===== config.mk =====
export PLATFORM = sky130hd
export DESIGN_NAME = paged_process_frame_table_flat
export DESIGN_NICKNAME = d
export VERILOG_FILES = /design/src/ppft_pkg.sv /design/src/ppft_in_if.sv /design/src/ppft_out_if.sv /design/src/ppft_map_mem.sv /design/src/ppft_alu.sv /design/src/paged_process_frame_table.sv /design/src/flat_wrapper.sv
export VERILOG_INCLUDE_DIRS = /design/src /design/src/src
export SDC_FILE = /design/constraint.sdc
export NUM_CORES = 2
export LEC_CHECK = 0
export BUFFER_PORTS_ARGS = -buffer_cell sky130_fd_sc_hd__buf_2
export CAP_MARGIN = 15
export CORE_AREA = 3 3 275 413
export CTS_CLUSTER_SIZE = 8
export DETAILED_ROUTE_END_ITERATION = 10
export DIE_AREA = 0 0 278 416
export PLACE_DENSITY_LB_ADDON = 0.3
export SLEW_MARGIN = 20
export SYNTH_ARGS = -nofsm -noshare
export SYNTH_HDL_FRONTEND = slang
export SYNTH_SLANG_ARGS = --single-unit
export TNS_END_PERCENT = 5

===== constraint.sdc =====
create_clock -name i_clk -period 13.9 [get_ports i_clk]
set_clock_uncertainty 0.2 [all_clocks]
set_input_delay 0.695 -clock i_clk [delete_from_list [all_inputs] [get_ports i_clk]]
set_output_delay 0.695 -clock i_clk [all_outputs]
set_load 0.005 [all_outputs]

===== src/assert_macros.svh =====
// Assertion macros used by the frame table RTL.
// With SYNTH defined every macro expands to nothing.
`ifndef ASSERT_MACROS_SVH
`define ASSERT_MACROS_SVH

`ifndef SYNTH

// Property holds at every clock edge outside reset.
`define ASSERT_HOLDS(lbl, clk, rst_n, prop, msg) \
    lbl: assert property (@(posedge clk) disable iff (!rst_n) (prop)) else $error(msg);

// Consequent holds in the same cycle as the antecedent.
`define ASSERT_IMPL(lbl, clk, rst_n, ante, cons, msg) \
    lbl: assert property (@(posedge clk) disable iff (!rst_n) (ante) |-> (cons)) else $error(msg);

// Consequent holds in the cycle after the antecedent.
`define ASSERT_NEXT(lbl, clk, rst_n, ante, cons, msg) \
    lbl: assert property (@(posedge clk) disable iff (!rst_n) (ante) |=> (cons)) else $error(msg);

`else

`define ASSERT_HOLDS(lbl, clk, rst_n, prop, msg)
`define ASSERT_IMPL(lbl, clk, rst_n, ante, cons, msg)
`define ASSERT_NEXT(lbl, clk, rst_n, ante, cons, msg)

`endif

`endif


===== src/ppft_pkg.sv =====
`timescale 1ns / 1ps
// ----------------------------------------------------------------------------
// ppft_pkg
// Sizes, codes and types of the paged process frame table.
// ----------------------------------------------------------------------------
package ppft_pkg;

    localparam int MAX_PROCS     = 8;
    localparam int MAX_PAGES     = 16;
    localparam int FRAMES        = 32;
    localparam int MAX_PAGE_SIZE = 4096;

    localparam int OPCODE_W   = 3;
    localparam int PROC_W     = $clog2(MAX_PROCS);
    localparam int PAGE_W     = $clog2(MAX_PAGES);
    localparam int FRAME_W    = $clog2(FRAMES);
    localparam int OFFSET_W   = $clog2(MAX_PAGE_SIZE);
    localparam int HELD_W     = $clog2(MAX_PAGES + 1);
    localparam int COUNT_W    = HELD_W;
    localparam int TOTAL_W    = $clog2(MAX_PROCS + 1);
    localparam int PSIZE_W    = $clog2(MAX_PAGE_SIZE) + 1;
    localparam int TFRAMES_W  = 6;
    localparam int STATUS_W   = 3;
    localparam int VALUE_W    = 17;
    localparam int MAP_AW     = PROC_W + PAGE_W;
    localparam int MAP_DEPTH  = MAX_PROCS * MAX_PAGES;
    localparam int CFG_IDX_W  = 1;
    localparam int CFG_DATA_W = PSIZE_W;
    localparam int ALU_W      = 18;

    localparam logic [PSIZE_W-1:0]   PAGE_SIZE_RST    = PSIZE_W'(1024);
    localparam logic [TFRAMES_W-1:0] TOTAL_FRAMES_RST = TFRAMES_W'(32);

    typedef enum logic [OPCODE_W-1:0] {
        OP_CREATE = 3'd0,
        OP_SET    = 3'd1,
        OP_TERM   = 3'd2,
        OP_XLATE  = 3'd3,
        OP_STATUS = 3'd4
    } t_op;

    typedef enum logic [STATUS_W-1:0] {
        ST_OK         = 3'd0,
        ST_BAD_PROC   = 3'd1,
        ST_BAD_PAGE   = 3'd2,
        ST_MEM_FULL   = 3'd3,
        ST_TABLE_FULL = 3'd4
    } t_status;

    typedef enum logic [CFG_IDX_W-1:0] {
        CFG_PAGE_SIZE    = 1'd0,
        CFG_TOTAL_FRAMES = 1'd1
    } t_cfg_idx;

    typedef enum logic [2:0] {
        S_IDLE,
        S_EXEC,
        S_WALK,
        S_FREE,
        S_MUL,
        S_DONE
    } t_state;

    typedef enum logic [1:0] {
        ALU_ADD,
        ALU_SUB,
        ALU_MAC
    } t_alu_op;

    typedef struct packed {
        t_alu_op              op;
        logic [ALU_W-1:0]     a;
        logic [PSIZE_W-1:0]   b;
        logic [ALU_W-1:0]     c;
    } t_alu_req;

    // Frames actually usable: the register clipped to the physical count.
    function automatic logic [TFRAMES_W-1:0] eff_frames(input logic [TFRAMES_W-1:0] tf);
        logic [TFRAMES_W-1:0] lim;
        lim = TFRAMES_W'(FRAMES);
        return (tf > lim) ? lim : tf;
    endfunction

endpackage


===== src/ppft_in_if.sv =====
`timescale 1ns / 1ps
// ----------------------------------------------------------------------------
// ppft_in_if
// Request channel: opcode and operands, valid/ready handshake.
// ----------------------------------------------------------------------------
interface ppft_in_if;
    logic                           valid;
    logic                           ready;
    logic [ppft_pkg::OPCODE_W-1:0]  opcode;
    logic [ppft_pkg::PROC_W-1:0]    process;
    logic [ppft_pkg::PAGE_W-1:0]    page;
    logic [ppft_pkg::FRAME_W-1:0]   frame;
    logic [ppft_pkg::OFFSET_W-1:0]  offset;
    logic [ppft_pkg::COUNT_W-1:0]   count;

    modport source (output valid, opcode, process, page, frame, offset, count, input ready);
    modport sink   (input valid, opcode, process, page, frame, offset, count, output ready);
endinterface


===== src/ppft_out_if.sv =====
`timescale 1ns / 1ps
// ----------------------------------------------------------------------------
// ppft_out_if
// Response channel: status and value, valid/ready handshake.
// ----------------------------------------------------------------------------
interface ppft_out_if;
    logic                           valid;
    logic                           ready;
    logic [ppft_pkg::STATUS_W-1:0]  status;
    logic [ppft_pkg::VALUE_W-1:0]   value;

    modport source (output valid, status, value, input ready);
    modport sink   (input valid, status, value, output ready);
endinterface


===== src/ppft_map_mem.sv =====
`timescale 1ns / 1ps
// ----------------------------------------------------------------------------
// ppft_map_mem
// Page-to-frame map: one write port, one registered read port.
// ----------------------------------------------------------------------------
module ppft_map_mem (
    input  logic                            i_clk,
    input  logic                            i_we,
    input  logic [ppft_pkg::MAP_AW-1:0]     i_waddr,
    input  logic [ppft_pkg::FRAME_W-1:0]    i_wdata,
    input  logic [ppft_pkg::MAP_AW-1:0]     i_raddr,
    output logic [ppft_pkg::FRAME_W-1:0]    o_rdata
);

    logic [ppft_pkg::FRAME_W-1:0] r_mem [ppft_pkg::MAP_DEPTH];
    logic [ppft_pkg::FRAME_W-1:0] r_rdata;

    always_ff @(posedge i_clk) begin
        if (i_we) begin
            r_mem[i_waddr] <= i_wdata;
        end
    end

    always_ff @(posedge i_clk) begin
        r_rdata <= r_mem[i_raddr];
    end

    assign o_rdata = r_rdata;

endmodule


===== src/ppft_alu.sv =====
`timescale 1ns / 1ps
// ----------------------------------------------------------------------------
// ppft_alu
// Shared arithmetic unit: add, subtract, multiply-add.
// ----------------------------------------------------------------------------
module ppft_alu (
    input  ppft_pkg::t_alu_req          i_req,
    output logic [ppft_pkg::ALU_W-1:0]  o_res
);

    localparam int PROD_W = ppft_pkg::ALU_W + ppft_pkg::PSIZE_W;

    logic [PROD_W-1:0] prod;

    always_comb begin
        prod = PROD_W'(i_req.a) * PROD_W'(i_req.b);
        case (i_req.op)
            ppft_pkg::ALU_ADD: o_res = i_req.a + i_req.c;
            ppft_pkg::ALU_SUB: o_res = i_req.a - i_req.c;
            ppft_pkg::ALU_MAC: o_res = ppft_pkg::ALU_W'(prod) + i_req.c;
            default:           o_res = '0;
        endcase
    end

endmodule


===== src/paged_process_frame_table.sv =====
`timescale 1ns / 1ps
// ----------------------------------------------------------------------------
// paged_process_frame_table
// Per-process page tables, frame-in-use map and address translation.
// ----------------------------------------------------------------------------
//  channel   dir  handshake     payload
//  i_in      in   valid/ready   opcode process page frame offset count
//  o_out     out  valid/ready   status value
//  i_cfg_*   in   write enable  idx 0 page_size, idx 1 total_frames
//
//  Create, set, status and every refused request go from execute to done;
//  a translate passes the multiply state too (map read, then multiply-add
//  in the ALU). Terminate walks the pages held, clearing one frame mark per
//  cycle through the single map read port. One request in flight at a time;
//  the output register holds a finished result while the next transfer is
//  taken. Synchronous active-low reset; the page map is not cleared.
// ----------------------------------------------------------------------------
`include "assert_macros.svh"

module paged_process_frame_table (
    input  logic                                i_clk,
    input  logic                                i_rst_n,
    ppft_in_if.sink                             i_in,
    ppft_out_if.source                          o_out,
    input  logic                                i_cfg_we,
    input  logic [ppft_pkg::CFG_IDX_W-1:0]      i_cfg_idx,
    input  logic [ppft_pkg::CFG_DATA_W-1:0]     i_cfg_data
);

    localparam int PROC_W    = ppft_pkg::PROC_W;
    localparam int PAGE_W    = ppft_pkg::PAGE_W;
    localparam int FRAME_W   = ppft_pkg::FRAME_W;
    localparam int HELD_W    = ppft_pkg::HELD_W;
    localparam int TOTAL_W   = ppft_pkg::TOTAL_W;
    localparam int FREE_W    = ppft_pkg::TFRAMES_W;
    localparam int ALU_W     = ppft_pkg::ALU_W;
    localparam int VALUE_W   = ppft_pkg::VALUE_W;
    localparam int PSIZE_W   = ppft_pkg::PSIZE_W;

    // configuration
    logic [PSIZE_W-1:0]               r_page_size;
    logic [ppft_pkg::TFRAMES_W-1:0]   r_total_frames;

    // table state
    logic [TOTAL_W-1:0]               r_total, n_total;
    logic [HELD_W-1:0]                r_held [ppft_pkg::MAX_PROCS];
    logic [ppft_pkg::FRAMES-1:0]      r_in_use;
    logic [FREE_W-1:0]                r_free, n_free;

    // latched request
    ppft_pkg::t_op                    r_op;
    logic [PROC_W-1:0]                r_proc;
    logic [PAGE_W-1:0]                r_page;
    logic [FRAME_W-1:0]               r_frame;
    logic [ppft_pkg::OFFSET_W-1:0]    r_offset;
    logic [ppft_pkg::COUNT_W-1:0]     r_count;

    // sequencer
    ppft_pkg::t_state                 r_state, n_state;
    logic [PAGE_W-1:0]                r_idx, n_idx;
    ppft_pkg::t_status                r_res_status, n_res_status;
    logic [VALUE_W-1:0]               r_res_value, n_res_value;

    // output register
    logic                             r_out_valid;
    logic [ppft_pkg::STATUS_W-1:0]    r_out_status;
    logic [VALUE_W-1:0]               r_out_value;

    // strobes from the sequencer
    logic                             held_we;
    logic [PROC_W-1:0]                held_waddr;
    logic [HELD_W-1:0]                held_wdata;
    logic                             use_set;
    logic                             use_clr;
    logic [FRAME_W-1:0]               use_idx;
    logic                             map_we;
    logic [ppft_pkg::MAP_AW-1:0]      map_raddr;
    logic [FRAME_W-1:0]               map_rdata;
    logic                             out_load;

    ppft_pkg::t_alu_req               alu_req;
    logic [ALU_W-1:0]                 alu_res;

    logic                             accept;
    logic [HELD_W-1:0]                held_cur;
    logic [FREE_W-1:0]                eff;
    logic                             proc_ok;
    logic                             page_ok;
    logic                             frame_ok;
    logic                             off_ok;

    ppft_map_mem u_map (
        .i_clk   (i_clk),
        .i_we    (map_we),
        .i_waddr ({r_proc, r_page}),
        .i_wdata (r_frame),
        .i_raddr (map_raddr),
        .o_rdata (map_rdata)
    );

    ppft_alu u_alu (
        .i_req (alu_req),
        .o_res (alu_res)
    );

    assign i_in.ready   = (r_state == ppft_pkg::S_IDLE);
    assign accept       = i_in.valid && i_in.ready;
    assign o_out.valid  = r_out_valid;
    assign o_out.status = r_out_status;
    assign o_out.value  = r_out_value;

    assign held_cur = r_held[r_proc];
    assign eff      = ppft_pkg::eff_frames(r_total_frames);
    assign proc_ok  = TOTAL_W'(r_proc) < r_total;
    assign page_ok  = HELD_W'(r_page) < held_cur;
    assign frame_ok = FREE_W'(r_frame) < eff;
    assign off_ok   = PSIZE_W'(r_offset) < r_page_size;

    always_ff @(posedge i_clk) begin
        if (!i_rst_n) begin
            r_state <= ppft_pkg::S_IDLE;
        end else begin
            r_state <= n_state;
        end
    end

    always_comb begin
        n_state      = r_state;
        n_total      = r_total;
        n_free       = r_free;
        n_idx        = r_idx;
        n_res_status = r_res_status;
        n_res_value  = r_res_value;
        held_we      = 1'b0;
        held_waddr   = r_proc;
        held_wdata   = '0;
        use_set      = 1'b0;
        use_clr      = 1'b0;
        use_idx      = r_frame;
        map_we       = 1'b0;
        map_raddr    = {r_proc, r_page};
        out_load     = 1'b0;
        alu_req      = '{op: ppft_pkg::ALU_ADD, a: '0, b: '0, c: '0};

        case (r_state)
            ppft_pkg::S_IDLE: begin
                map_raddr = {i_in.process, i_in.page};
                if (accept) begin
                    n_res_status = ppft_pkg::ST_OK;
                    n_res_value  = '0;
                    n_state      = ppft_pkg::S_EXEC;
                end
            end

            ppft_pkg::S_EXEC: begin
                n_state = ppft_pkg::S_DONE;
                case (r_op)
                    ppft_pkg::OP_CREATE: begin
                        alu_req.op = ppft_pkg::ALU_SUB;
                        alu_req.a  = ALU_W'(r_free);
                        alu_req.c  = ALU_W'(r_count);
                        if (r_total >= TOTAL_W'(ppft_pkg::MAX_PROCS)) begin
                            n_res_status = ppft_pkg::ST_TABLE_FULL;
                        end else if (r_count > ppft_pkg::COUNT_W'(ppft_pkg::MAX_PAGES)) begin
                            n_res_status = ppft_pkg::ST_BAD_PAGE;
                        end else begin
                            // slot is taken even when the frames run short
                            held_we     = 1'b1;
                            held_waddr  = r_total[PROC_W-1:0];
                            n_res_value = VALUE_W'(r_total);
                            n_total     = r_total + TOTAL_W'(1);
                            if (FREE_W'(r_count) > r_free) begin
                                n_res_status = ppft_pkg::ST_MEM_FULL;
                            end else begin
                                held_wdata = HELD_W'(r_count);
                                n_free     = FREE_W'(alu_res);
                            end
                        end
                    end
                    ppft_pkg::OP_SET: begin
                        if (!proc_ok) begin
                            n_res_status = ppft_pkg::ST_BAD_PROC;
                        end else if (!page_ok || !frame_ok) begin
                            n_res_status = ppft_pkg::ST_BAD_PAGE;
                        end else begin
                            map_we  = 1'b1;
                            use_set = 1'b1;
                        end
                    end
                    ppft_pkg::OP_TERM: begin
                        n_idx     = '0;
                        map_raddr = {r_proc, PAGE_W'(0)};
                        if (!proc_ok) begin
                            n_res_status = ppft_pkg::ST_BAD_PROC;
                        end else if (held_cur == '0) begin
                            n_state = ppft_pkg::S_FREE;
                        end else begin
                            n_state = ppft_pkg::S_WALK;
                        end
                    end
                    ppft_pkg::OP_XLATE: begin
                        if (!proc_ok) begin
                            n_res_status = ppft_pkg::ST_BAD_PROC;
                        end else if (!page_ok || !off_ok) begin
                            n_res_status = ppft_pkg::ST_BAD_PAGE;
                        end else begin
                            n_state = ppft_pkg::S_MUL;
                        end
                    end
                    ppft_pkg::OP_STATUS: begin
                        if (!frame_ok) begin
                            n_res_status = ppft_pkg::ST_BAD_PAGE;
                        end else begin
                            n_res_value = VALUE_W'(r_in_use[r_frame]);
                        end
                    end
                    default: begin
                    end
                endcase
            end

            ppft_pkg::S_WALK: begin
                // clear the mark of page r_idx, read ahead the next entry
                alu_req.op = ppft_pkg::ALU_ADD;
                alu_req.a  = ALU_W'(r_idx);
                alu_req.c  = ALU_W'(1);
                use_clr    = 1'b1;
                use_idx    = map_rdata;
                map_raddr  = {r_proc, alu_res[PAGE_W-1:0]};
                n_idx      = alu_res[PAGE_W-1:0];
                if (alu_res[HELD_W-1:0] == held_cur) begin
                    n_state = ppft_pkg::S_FREE;
                end
            end

            ppft_pkg::S_FREE: begin
                alu_req.op = ppft_pkg::ALU_ADD;
                alu_req.a  = ALU_W'(r_free);
                alu_req.c  = ALU_W'(held_cur);
                n_free     = (alu_res > ALU_W'(eff)) ? eff : FREE_W'(alu_res);
                held_we    = 1'b1;
                held_waddr = r_proc;
                held_wdata = '0;
                n_state    = ppft_pkg::S_DONE;
            end

            ppft_pkg::S_MUL: begin
                alu_req.op  = ppft_pkg::ALU_MAC;
                alu_req.a   = ALU_W'(map_rdata);
                alu_req.b   = r_page_size;
                alu_req.c   = ALU_W'(r_offset);
                n_res_value = alu_res[VALUE_W-1:0];
                n_state     = ppft_pkg::S_DONE;
            end

            ppft_pkg::S_DONE: begin
                // wait for the output register to drain
                if (!r_out_valid || o_out.ready) begin
                    out_load = 1'b1;
                    n_state  = ppft_pkg::S_IDLE;
                end
            end

            default: begin
                n_state = ppft_pkg::S_IDLE;
            end
        endcase
    end

    // control state and configuration
    always_ff @(posedge i_clk) begin
        if (!i_rst_n) begin
            r_page_size    <= ppft_pkg::PAGE_SIZE_RST;
            r_total_frames <= ppft_pkg::TOTAL_FRAMES_RST;
            r_free         <= ppft_pkg::eff_frames(ppft_pkg::TOTAL_FRAMES_RST);
            r_total        <= '0;
            r_in_use       <= '0;
            for (int p = 0; p < ppft_pkg::MAX_PROCS; p++) begin
                r_held[p] <= '0;
            end
        end else begin
            r_total <= n_total;
            if (i_cfg_we && i_cfg_idx == ppft_pkg::CFG_TOTAL_FRAMES) begin
                r_total_frames <= i_cfg_data[ppft_pkg::TFRAMES_W-1:0];
                r_free         <= ppft_pkg::eff_frames(i_cfg_data[ppft_pkg::TFRAMES_W-1:0]);
            end else begin
                r_free <= n_free;
            end
            if (i_cfg_we && i_cfg_idx == ppft_pkg::CFG_PAGE_SIZE) begin
                r_page_size <= i_cfg_data;
            end
            if (held_we) begin
                r_held[held_waddr] <= held_wdata;
            end
            if (use_set) begin
                r_in_use[use_idx] <= 1'b1;
            end else if (use_clr) begin
                r_in_use[use_idx] <= 1'b0;
            end
        end
    end

    // request latch, walk index and result
    always_ff @(posedge i_clk) begin
        if (accept) begin
            r_op     <= ppft_pkg::t_op'(i_in.opcode);
            r_proc   <= i_in.process;
            r_page   <= i_in.page;
            r_frame  <= i_in.frame;
            r_offset <= i_in.offset;
            r_count  <= i_in.count;
        end
        r_idx        <= n_idx;
        r_res_status <= n_res_status;
        r_res_value  <= n_res_value;
    end

    always_ff @(posedge i_clk) begin
        if (!i_rst_n) begin
            r_out_valid <= 1'b0;
        end else if (out_load) begin
            r_out_valid <= 1'b1;
        end else if (o_out.ready) begin
            r_out_valid <= 1'b0;
        end
    end

    always_ff @(posedge i_clk) begin
        if (out_load) begin
            r_out_status <= r_res_status;
            r_out_value  <= r_res_value;
        end
    end

    `ASSERT_HOLDS(a_free_bound, i_clk, i_rst_n, r_free <= eff, "free frame count above usable frames")
    `ASSERT_HOLDS(a_total_bound, i_clk, i_rst_n, r_total <= TOTAL_W'(ppft_pkg::MAX_PROCS), "process count overflow")
    `ASSERT_IMPL(a_walk_idx, i_clk, i_rst_n, r_state == ppft_pkg::S_WALK, HELD_W'(r_idx) < held_cur, "terminate walk past pages held")
    `ASSERT_NEXT(a_done_loads, i_clk, i_rst_n, r_state == ppft_pkg::S_DONE && (!r_out_valid || o_out.ready), r_out_valid && r_state == ppft_pkg::S_IDLE, "finished result not presented")

endmodule


===== src/flat_wrapper.sv =====
// flat-port wrapper written by rule: the top's interface ports become plain ports
module paged_process_frame_table_flat 
  (i_clk, i_rst_n, i_cfg_we, i_cfg_idx, i_cfg_data, i_in_valid, i_in_opcode, i_in_process, i_in_page, i_in_frame, i_in_offset, i_in_count, i_in_ready, o_out_valid, o_out_status, o_out_value, o_out_ready);
  ppft_in_if i_in_i ();
  ppft_out_if o_out_i ();
  input  logic i_clk;
  input  logic i_rst_n;
  input  logic i_cfg_we;
  input  logic [ppft_pkg::CFG_IDX_W-1:0] i_cfg_idx;
  input  logic [ppft_pkg::CFG_DATA_W-1:0] i_cfg_data;
  input wire logic [$bits(i_in_i.valid)-1:0] i_in_valid;
  input wire logic [$bits(i_in_i.opcode)-1:0] i_in_opcode;
  input wire logic [$bits(i_in_i.process)-1:0] i_in_process;
  input wire logic [$bits(i_in_i.page)-1:0] i_in_page;
  input wire logic [$bits(i_in_i.frame)-1:0] i_in_frame;
  input wire logic [$bits(i_in_i.offset)-1:0] i_in_offset;
  input wire logic [$bits(i_in_i.count)-1:0] i_in_count;
  output wire logic [$bits(i_in_i.ready)-1:0] i_in_ready;
  output wire logic [$bits(o_out_i.valid)-1:0] o_out_valid;
  output wire logic [$bits(o_out_i.status)-1:0] o_out_status;
  output wire logic [$bits(o_out_i.value)-1:0] o_out_value;
  input wire logic [$bits(o_out_i.ready)-1:0] o_out_ready;
  assign i_in_i.valid = i_in_valid;
  assign i_in_i.opcode = i_in_opcode;
  assign i_in_i.process = i_in_process;
  assign i_in_i.page = i_in_page;
  assign i_in_i.frame = i_in_frame;
  assign i_in_i.offset = i_in_offset;
  assign i_in_i.count = i_in_count;
  assign i_in_ready = i_in_i.ready;
  assign o_out_valid = o_out_i.valid;
  assign o_out_status = o_out_i.status;
  assign o_out_value = o_out_i.value;
  assign o_out_i.ready = o_out_ready;
  paged_process_frame_table u_core (.i_clk(i_clk), .i_rst_n(i_rst_n), .i_in(i_in_i), .o_out(o_out_i), .i_cfg_we(i_cfg_we), .i_cfg_idx(i_cfg_idx), .i_cfg_data(i_cfg_data));
endmodule

======== Yosys cells after proc, flatten, opt, wreduce, memory -nomap -nowiden ========
Memory sizes are Yosys's and may differ from the RTL's. A register that Yosys moved wholly into a read port is not among the register bits.
Index checks and enable logic that the tools add are counted.
word-level totals
  flip-flop bits (word level) ............. 141
  latch bits .............................. 0
  memory bits (writable) .................. 680
  memory bits (read-only) ................. 0
  input port bits ......................... 51
  word-level logic and storage cells ...... 188
  memories ................................ 2
memory list
  name                words  bits a word  rd ports  clocked after Yosys merged registers in  write ports  line                             source
  u_core.u_map.r_mem  128    5            1         1                                        1            ppft_map_mem.sv:15               logic [ppft_pkg::FRAME_W-1:0] r_mem [ppft_pkg::MAP_DEPTH];
  u_core.r_held       8      5            1         1                                        8            paged_process_frame_table.sv:46  logic [HELD_W-1:0] r_held [ppft_pkg::MAX_PROCS];
cells by class
  add/subtract/negate cells ............... 4
  $mul .................................... 1
  divide/modulo/power cells ............... 0
  order comparisons ....................... 13
  equality and inequality tests ........... 30
  shift-type cells ........................ 0
  multiplexer cells ....................... 85
  bitwise logic cells ..................... 6
  reductions and logical operators ........ 29
operator list
  cell                  count
  $pmux W20 S4          1
  $mux W17              4
  $mux W32              2
  $mux W3               21
  $pmux W18 S3          1
  $pmux W17 S3          1
  $mux W6               8
  $pmux W12 S4          1
  $mux W5               8
  $add A18 B18 Y18      2
  $pmux W17 S2          1
  $and A32 B32 Y32      1
  $not A32 Y32          1
  $or A32 B32 Y32       1
  $pmux W3 S5           2
  $ne A3 B3 Y1 const B  8
  $mux W1               23
  $pmux W7 S3           1
  $mux W19              1
  $gt A18 B6 Y1         1
  $mul A18 B13 Y18      1
  $sub A18 B18 Y18      1
  $lt A12 B13 Y1        1
  $mux W13              1
  other kinds (46)      75

======== Longest topological paths before layout ========
  depth after elaboration ................. 12
  depth in mapped cells ................... 37
  depth with buffers taken out ............ 33

======== By module ========
A second synthesis with hierarchy kept.
second synthesis, totals
  cells, all modules ...................... 2689
  area, all modules ....................... 40697.8 um2
by module, submodules not included
  module                     times used  cells an instance  area an instance (um2)  seq. area each (um2)
  ppft_map_mem               1           1090               25060.3                 19318.5
  paged_process_frame_table  1           829                9203.8                  4844.6
  ppft_alu                   1           770                6433.7                  0.0

======== Least setup slack after synthesis ========
No wires, ideal clock.
  kind .................................... reg2reg
  start point ............................. register u_core.r_state[0]
  end point ............................... register u_core.r_free[1]
  library setup time ...................... 122 ps
  arrival time ............................ 8096 ps
  required time ........................... 13578 ps
  path slack .............................. 5482 ps
  cell stages (with the launch flop) ...... 34
  cells stage by stage .................... dfxtp_1 buf_2 nor3b_1 clkbuf_1 clkbuf_1 clkbuf_1 buf_1 buf_1 nand3_1 fa_1 inv_1 fa_1 ha_1 ha_1 inv_1 fa_1 fa_1 inv_1 ha_1 inv_1 nand3_1 nor3b_1 a21oi_1 inv_1 ha_1 a2111oi_0 a21oi_1 a31o_2 or4_4 a2111oi_4 nand4_1 a32oi_2 nor3_2 a221o_1
on the way
  cells in the longest elaborated chain, start to end .. 11
  elaborated cells on any way between the ends .. 29
  classes of those cells .................. add/sub: 3; mul: 1; order compare: 1; eq/ne: 10; mux: 11; reduce/logical: 3
RTL lines
  item                                                                       line                              source
  start: declaration                                                         paged_process_frame_table.sv:59   ppft_pkg::t_state r_state, n_state;
  start signal: assignment                                                   paged_process_frame_table.sv:121  r_state <= ppft_pkg::S_IDLE;
  start signal: assignment                                                   paged_process_frame_table.sv:123  r_state <= n_state;
  parallel branches: the longest is 11 deep, another holds $mul A18 B13 Y18  --
  end signal: assignment                                                     paged_process_frame_table.sv:275  r_free <= ppft_pkg::eff_frames(ppft_pkg::TOTAL_FRAMES_RST);
  end signal: assignment                                                     paged_process_frame_table.sv:285  r_free <= ppft_pkg::eff_frames(i_cfg_data[ppft_pkg::TFRAMES_W-1:0]);
  end signal: assignment                                                     paged_process_frame_table.sv:287  r_free <= n_free;
  end: declaration                                                           paged_process_frame_table.sv:48   logic [FREE_W-1:0] r_free, n_free;
Parallel ways; which one is timed is not known. The select of a mux whose other input is x is not followed.
A chain may end at the register's enable or synchronous reset.

======== Worst setup path in the final report ========
  start point ............................. register u_core.r_state[1]
  end point ............................... register u_core.r_free[1]
Same word-level chain as after synthesis.

==> results.cfg <==
[synth]
synth_top_family_by_area = simple AND/OR/NAND/NOR gates
ys_seq_elements = 829
synth_xor_xnor_area_share_pct = 0.477
synth-edff-count = 756
yosysUniqueCellTypes = 75
synthAdderAreaFrac_pct = 6.37
synth_warnings = 0
synth-simple-area-share_pct = 15.9
postSynthCellCount = 3214
synth_area_um2 = 38500
async_flop_share_pct = 0
synth-compound-area-share_pct = 8.14
ys_seq_area_share_pct = 62.7
synthMuxAreaShare_pct = 3.40
ys.flop_type = edfxtp_1
postSynthAreaPerCell_um2 = 12.0

[layout]
final_util_pct = 39.8
drive_above_1_share_pct = 9.41
final_nets = 3518
final_cell_mix = edfxtp_1, nand2_1, nor2_1
layout.cells.non_filler = 4785
area_growth_pct = 13.8
final_common_cell = edfxtp_1

[sta]
setup-violations-final = 0
max_slew_margin_pct = 22.4
rsz0062_at_grt = no
finalCritPeriodShare_pct = 68.8
fmax_mhz = 105
hold_viol_final = 0
period_needed_ps = 9560
worst_slew_pin_slew_ps = 1160
fin_setup_tns_ps = 0
slew_viol_final = 0

[route]
first_iter_violations = 2156
routed_wl_um = 109000
vias = 25800
firstDrtPassIters = 6
antenna_left = 0
drc = 0
viasPerCell = 5.39
routedWlPerCell_um = 22.7

[global_routing]
grt_max_degree = 184
grt.overflow.total = 0
grt_first_pass_wirelength_um = 162000
first_global_vias = 26300
track_usage_pct = 18.4
antenna_found_initial = 5

[pwr]
p_per_area_nw_per_um2 = 144
power_frac_seq_pct = 45.0
ir_drop_mv = 0.102
switchingPower_mw = 1.72
p_sw_share_pct = 27.3
cellLeakagePower_nw = 15.4
clock_power_share_pct = 39.5
p_int_mw = 4.57
comb_power_share_pct = 15.5

[clock_tree]
h-tree-depth = 3
clockRootBuffer = clkbuf_16
cts_buffers = 113
clk_latency_ps = 720
cts_tree = yes
clock-sinks = 829
cts_repair_resize_count = 0
clock_path_buffers = 3
clkTransAtPathRegs_ps = 60

[floorplan]
dieArea_um2 = 116000
start_util_pct = 35.0
num_io_pins = 73
rows = 149
die_w_um = 278
core_area_um2 = 110000
fp.dieH_um = 416

[setup_path]
startpoint_type = flip-flop
crit_path_max_fanout = 22
worstSetupEndpointType = flip-flop
crit_top_cell = inv_1
slowest_delay_ps = 820
worstPathArrival_ps = 9940
crit_path_top_delay_cell = dfxtp_1
worstSetupPathType = reg -> reg
cp.required_ps = 14290

[placement]
dp.cells = 4601
dp_hpwl_um = 70700
place.gp.congestion = 0.909
portBuffers = 72

[run]
drv_cap = 0

[worst_hold_path]
hp-class = in -> reg

[status]
outcome = finished clean
-- Yosys cell counts (13+ instances only) --
master,n,area share [%]
a21boi_0,51,0.99
a21o_1,15,0.29
a21oi_1,49,0.64
a22o_1,19,0.43
a22oi_1,22,0.43
a311oi_1,71,1.6
a31oi_1,50,0.81
and2_1,15,0.24
and3_1,92,1.5
buf_1,29,0.28
buf_2,27,0.35
clkbuf_1,113,1.1
dfxtp_1,73,3.8
edfxtp_1,756,59
fa_1,52,2.7
ha_1,113,3.7
inv_1,126,1.2
mux2i_1,15,0.39
mux4_2,50,2.9
nand2_1,679,6.6
nand3_1,198,2.6
nor2_1,265,2.6
nor2b_1,17,0.28
nor3_1,29,0.38
nor4_1,19,0.31
o21a_1,17,0.33
o21ai_0,83,1.1
o22ai_1,13,0.21
xnor2_1,13,0.30
-- cell type report --
| cell class | instances | area (um2) |
|---|---|---|
| fillers | 10400 | 66200 |
| well taps | 1434 | 1790 |
| flip-flops and latches | 829 | 24200 |
| repair buffers | 133 | 918 |
| inverters | 126 | 473 |
| clock inverters | 7 | 158 |
| multi-input cells | 2099 | 13300 |
| diodes | 2 | 5.00 |
| clock buffers | 155 | 2990 |
-- stage by stage --
stage                     hold WS [ps]  power (mW)  setup slack, ps  area, um2
final                             35.5        6.29             4340      43800
after global routing              14.3        6.52             3730      43800
after CTS                         2.65        6.34             4480      43800
after detailed placement           205        3.85             4520      40500
after global placement             202        3.85             4620      40500
after floorplan                    200        3.50             5480      38600
-- flip-flops by register name (all words and copies together), names as in the netlist, 5 cells and up, named ones only --
name                   count
u_core.r_total_frames      6
u_core.u_map.o_rdata       5
u_core.r_count             5
u_core.r_offset           12
u_core.u_map.r_mem       640
u_core.r_page_size        13
u_core.r_held             40
u_core.o_out.value        17
u_core.r_res_value        17
u_core.r_frame             5
u_core.r_free              6
-- critical path: cells and delay by family, from the launching register on --
family,cells,cell delay (ps)
flops,1,820
compound gates,8,2840
buf+inv,7,640
fa+ha+maj,8,3020
simple gates,8,1900
-- timing repair --
item / CTS / global route
setup buffers: 0 / 0
endpoints found under the hold margin: 20 / 0
hold buffers: 20 / 0
-- routing by layer --
metal	global-route usage, %	share of wire [%]	up-vias
met2	34.3	53	829
li1	-	-	11900
met5	0	0	-
met3	2.45	4.8	240
met4	9.16	4.7	0
met1	20.5	37	12800
-- cells by family after synthesis --
family                   Yosys count
flip-flops                       829
AO/OA/AOI/OAI                    446
XOR/XNOR                          21
buffers and inverters            296
adder cells (fa/ha/maj)          165
multiplexers                      68
AND/OR/NAND/NOR                 1387
other                              2
-- final timing paths --
kind | start | end | slack [ps] | cells after the start
min reg2reg | u_core.r_res_value[0]$_DFFE_PP_ | u_core.o_out.value[0]$_DFFE_PP_ | 220 | 0
min | i_in_frame[4] | u_core.r_frame[4]$_DFFE_PP_ | 40 | 1
max reg2reg | u_core.r_state[1]$_SDFFE_PN0P_ | u_core.r_free[1]$_SDFFE_PN0P_ | 4340 | 31
max | u_core.r_state[1]$_SDFFE_PN0P_ | u_core.r_free[1]$_SDFFE_PN0P_ | 4340 | 31
-- power groups by stage --
stage | clock network, mW | registers, mW | logic, mW
floorplan | 0 | 2.87 | 0.632
global placement | 0 | 2.88 | 0.967
detailed placement | 0 | 2.88 | 0.972
finish | 2.48 | 2.83 | 0.975
global route | 2.63 | 2.83 | 1.06
CTS | 2.53 | 2.83 | 0.980
Note: power is estimated with default switching activity, not from simulation.
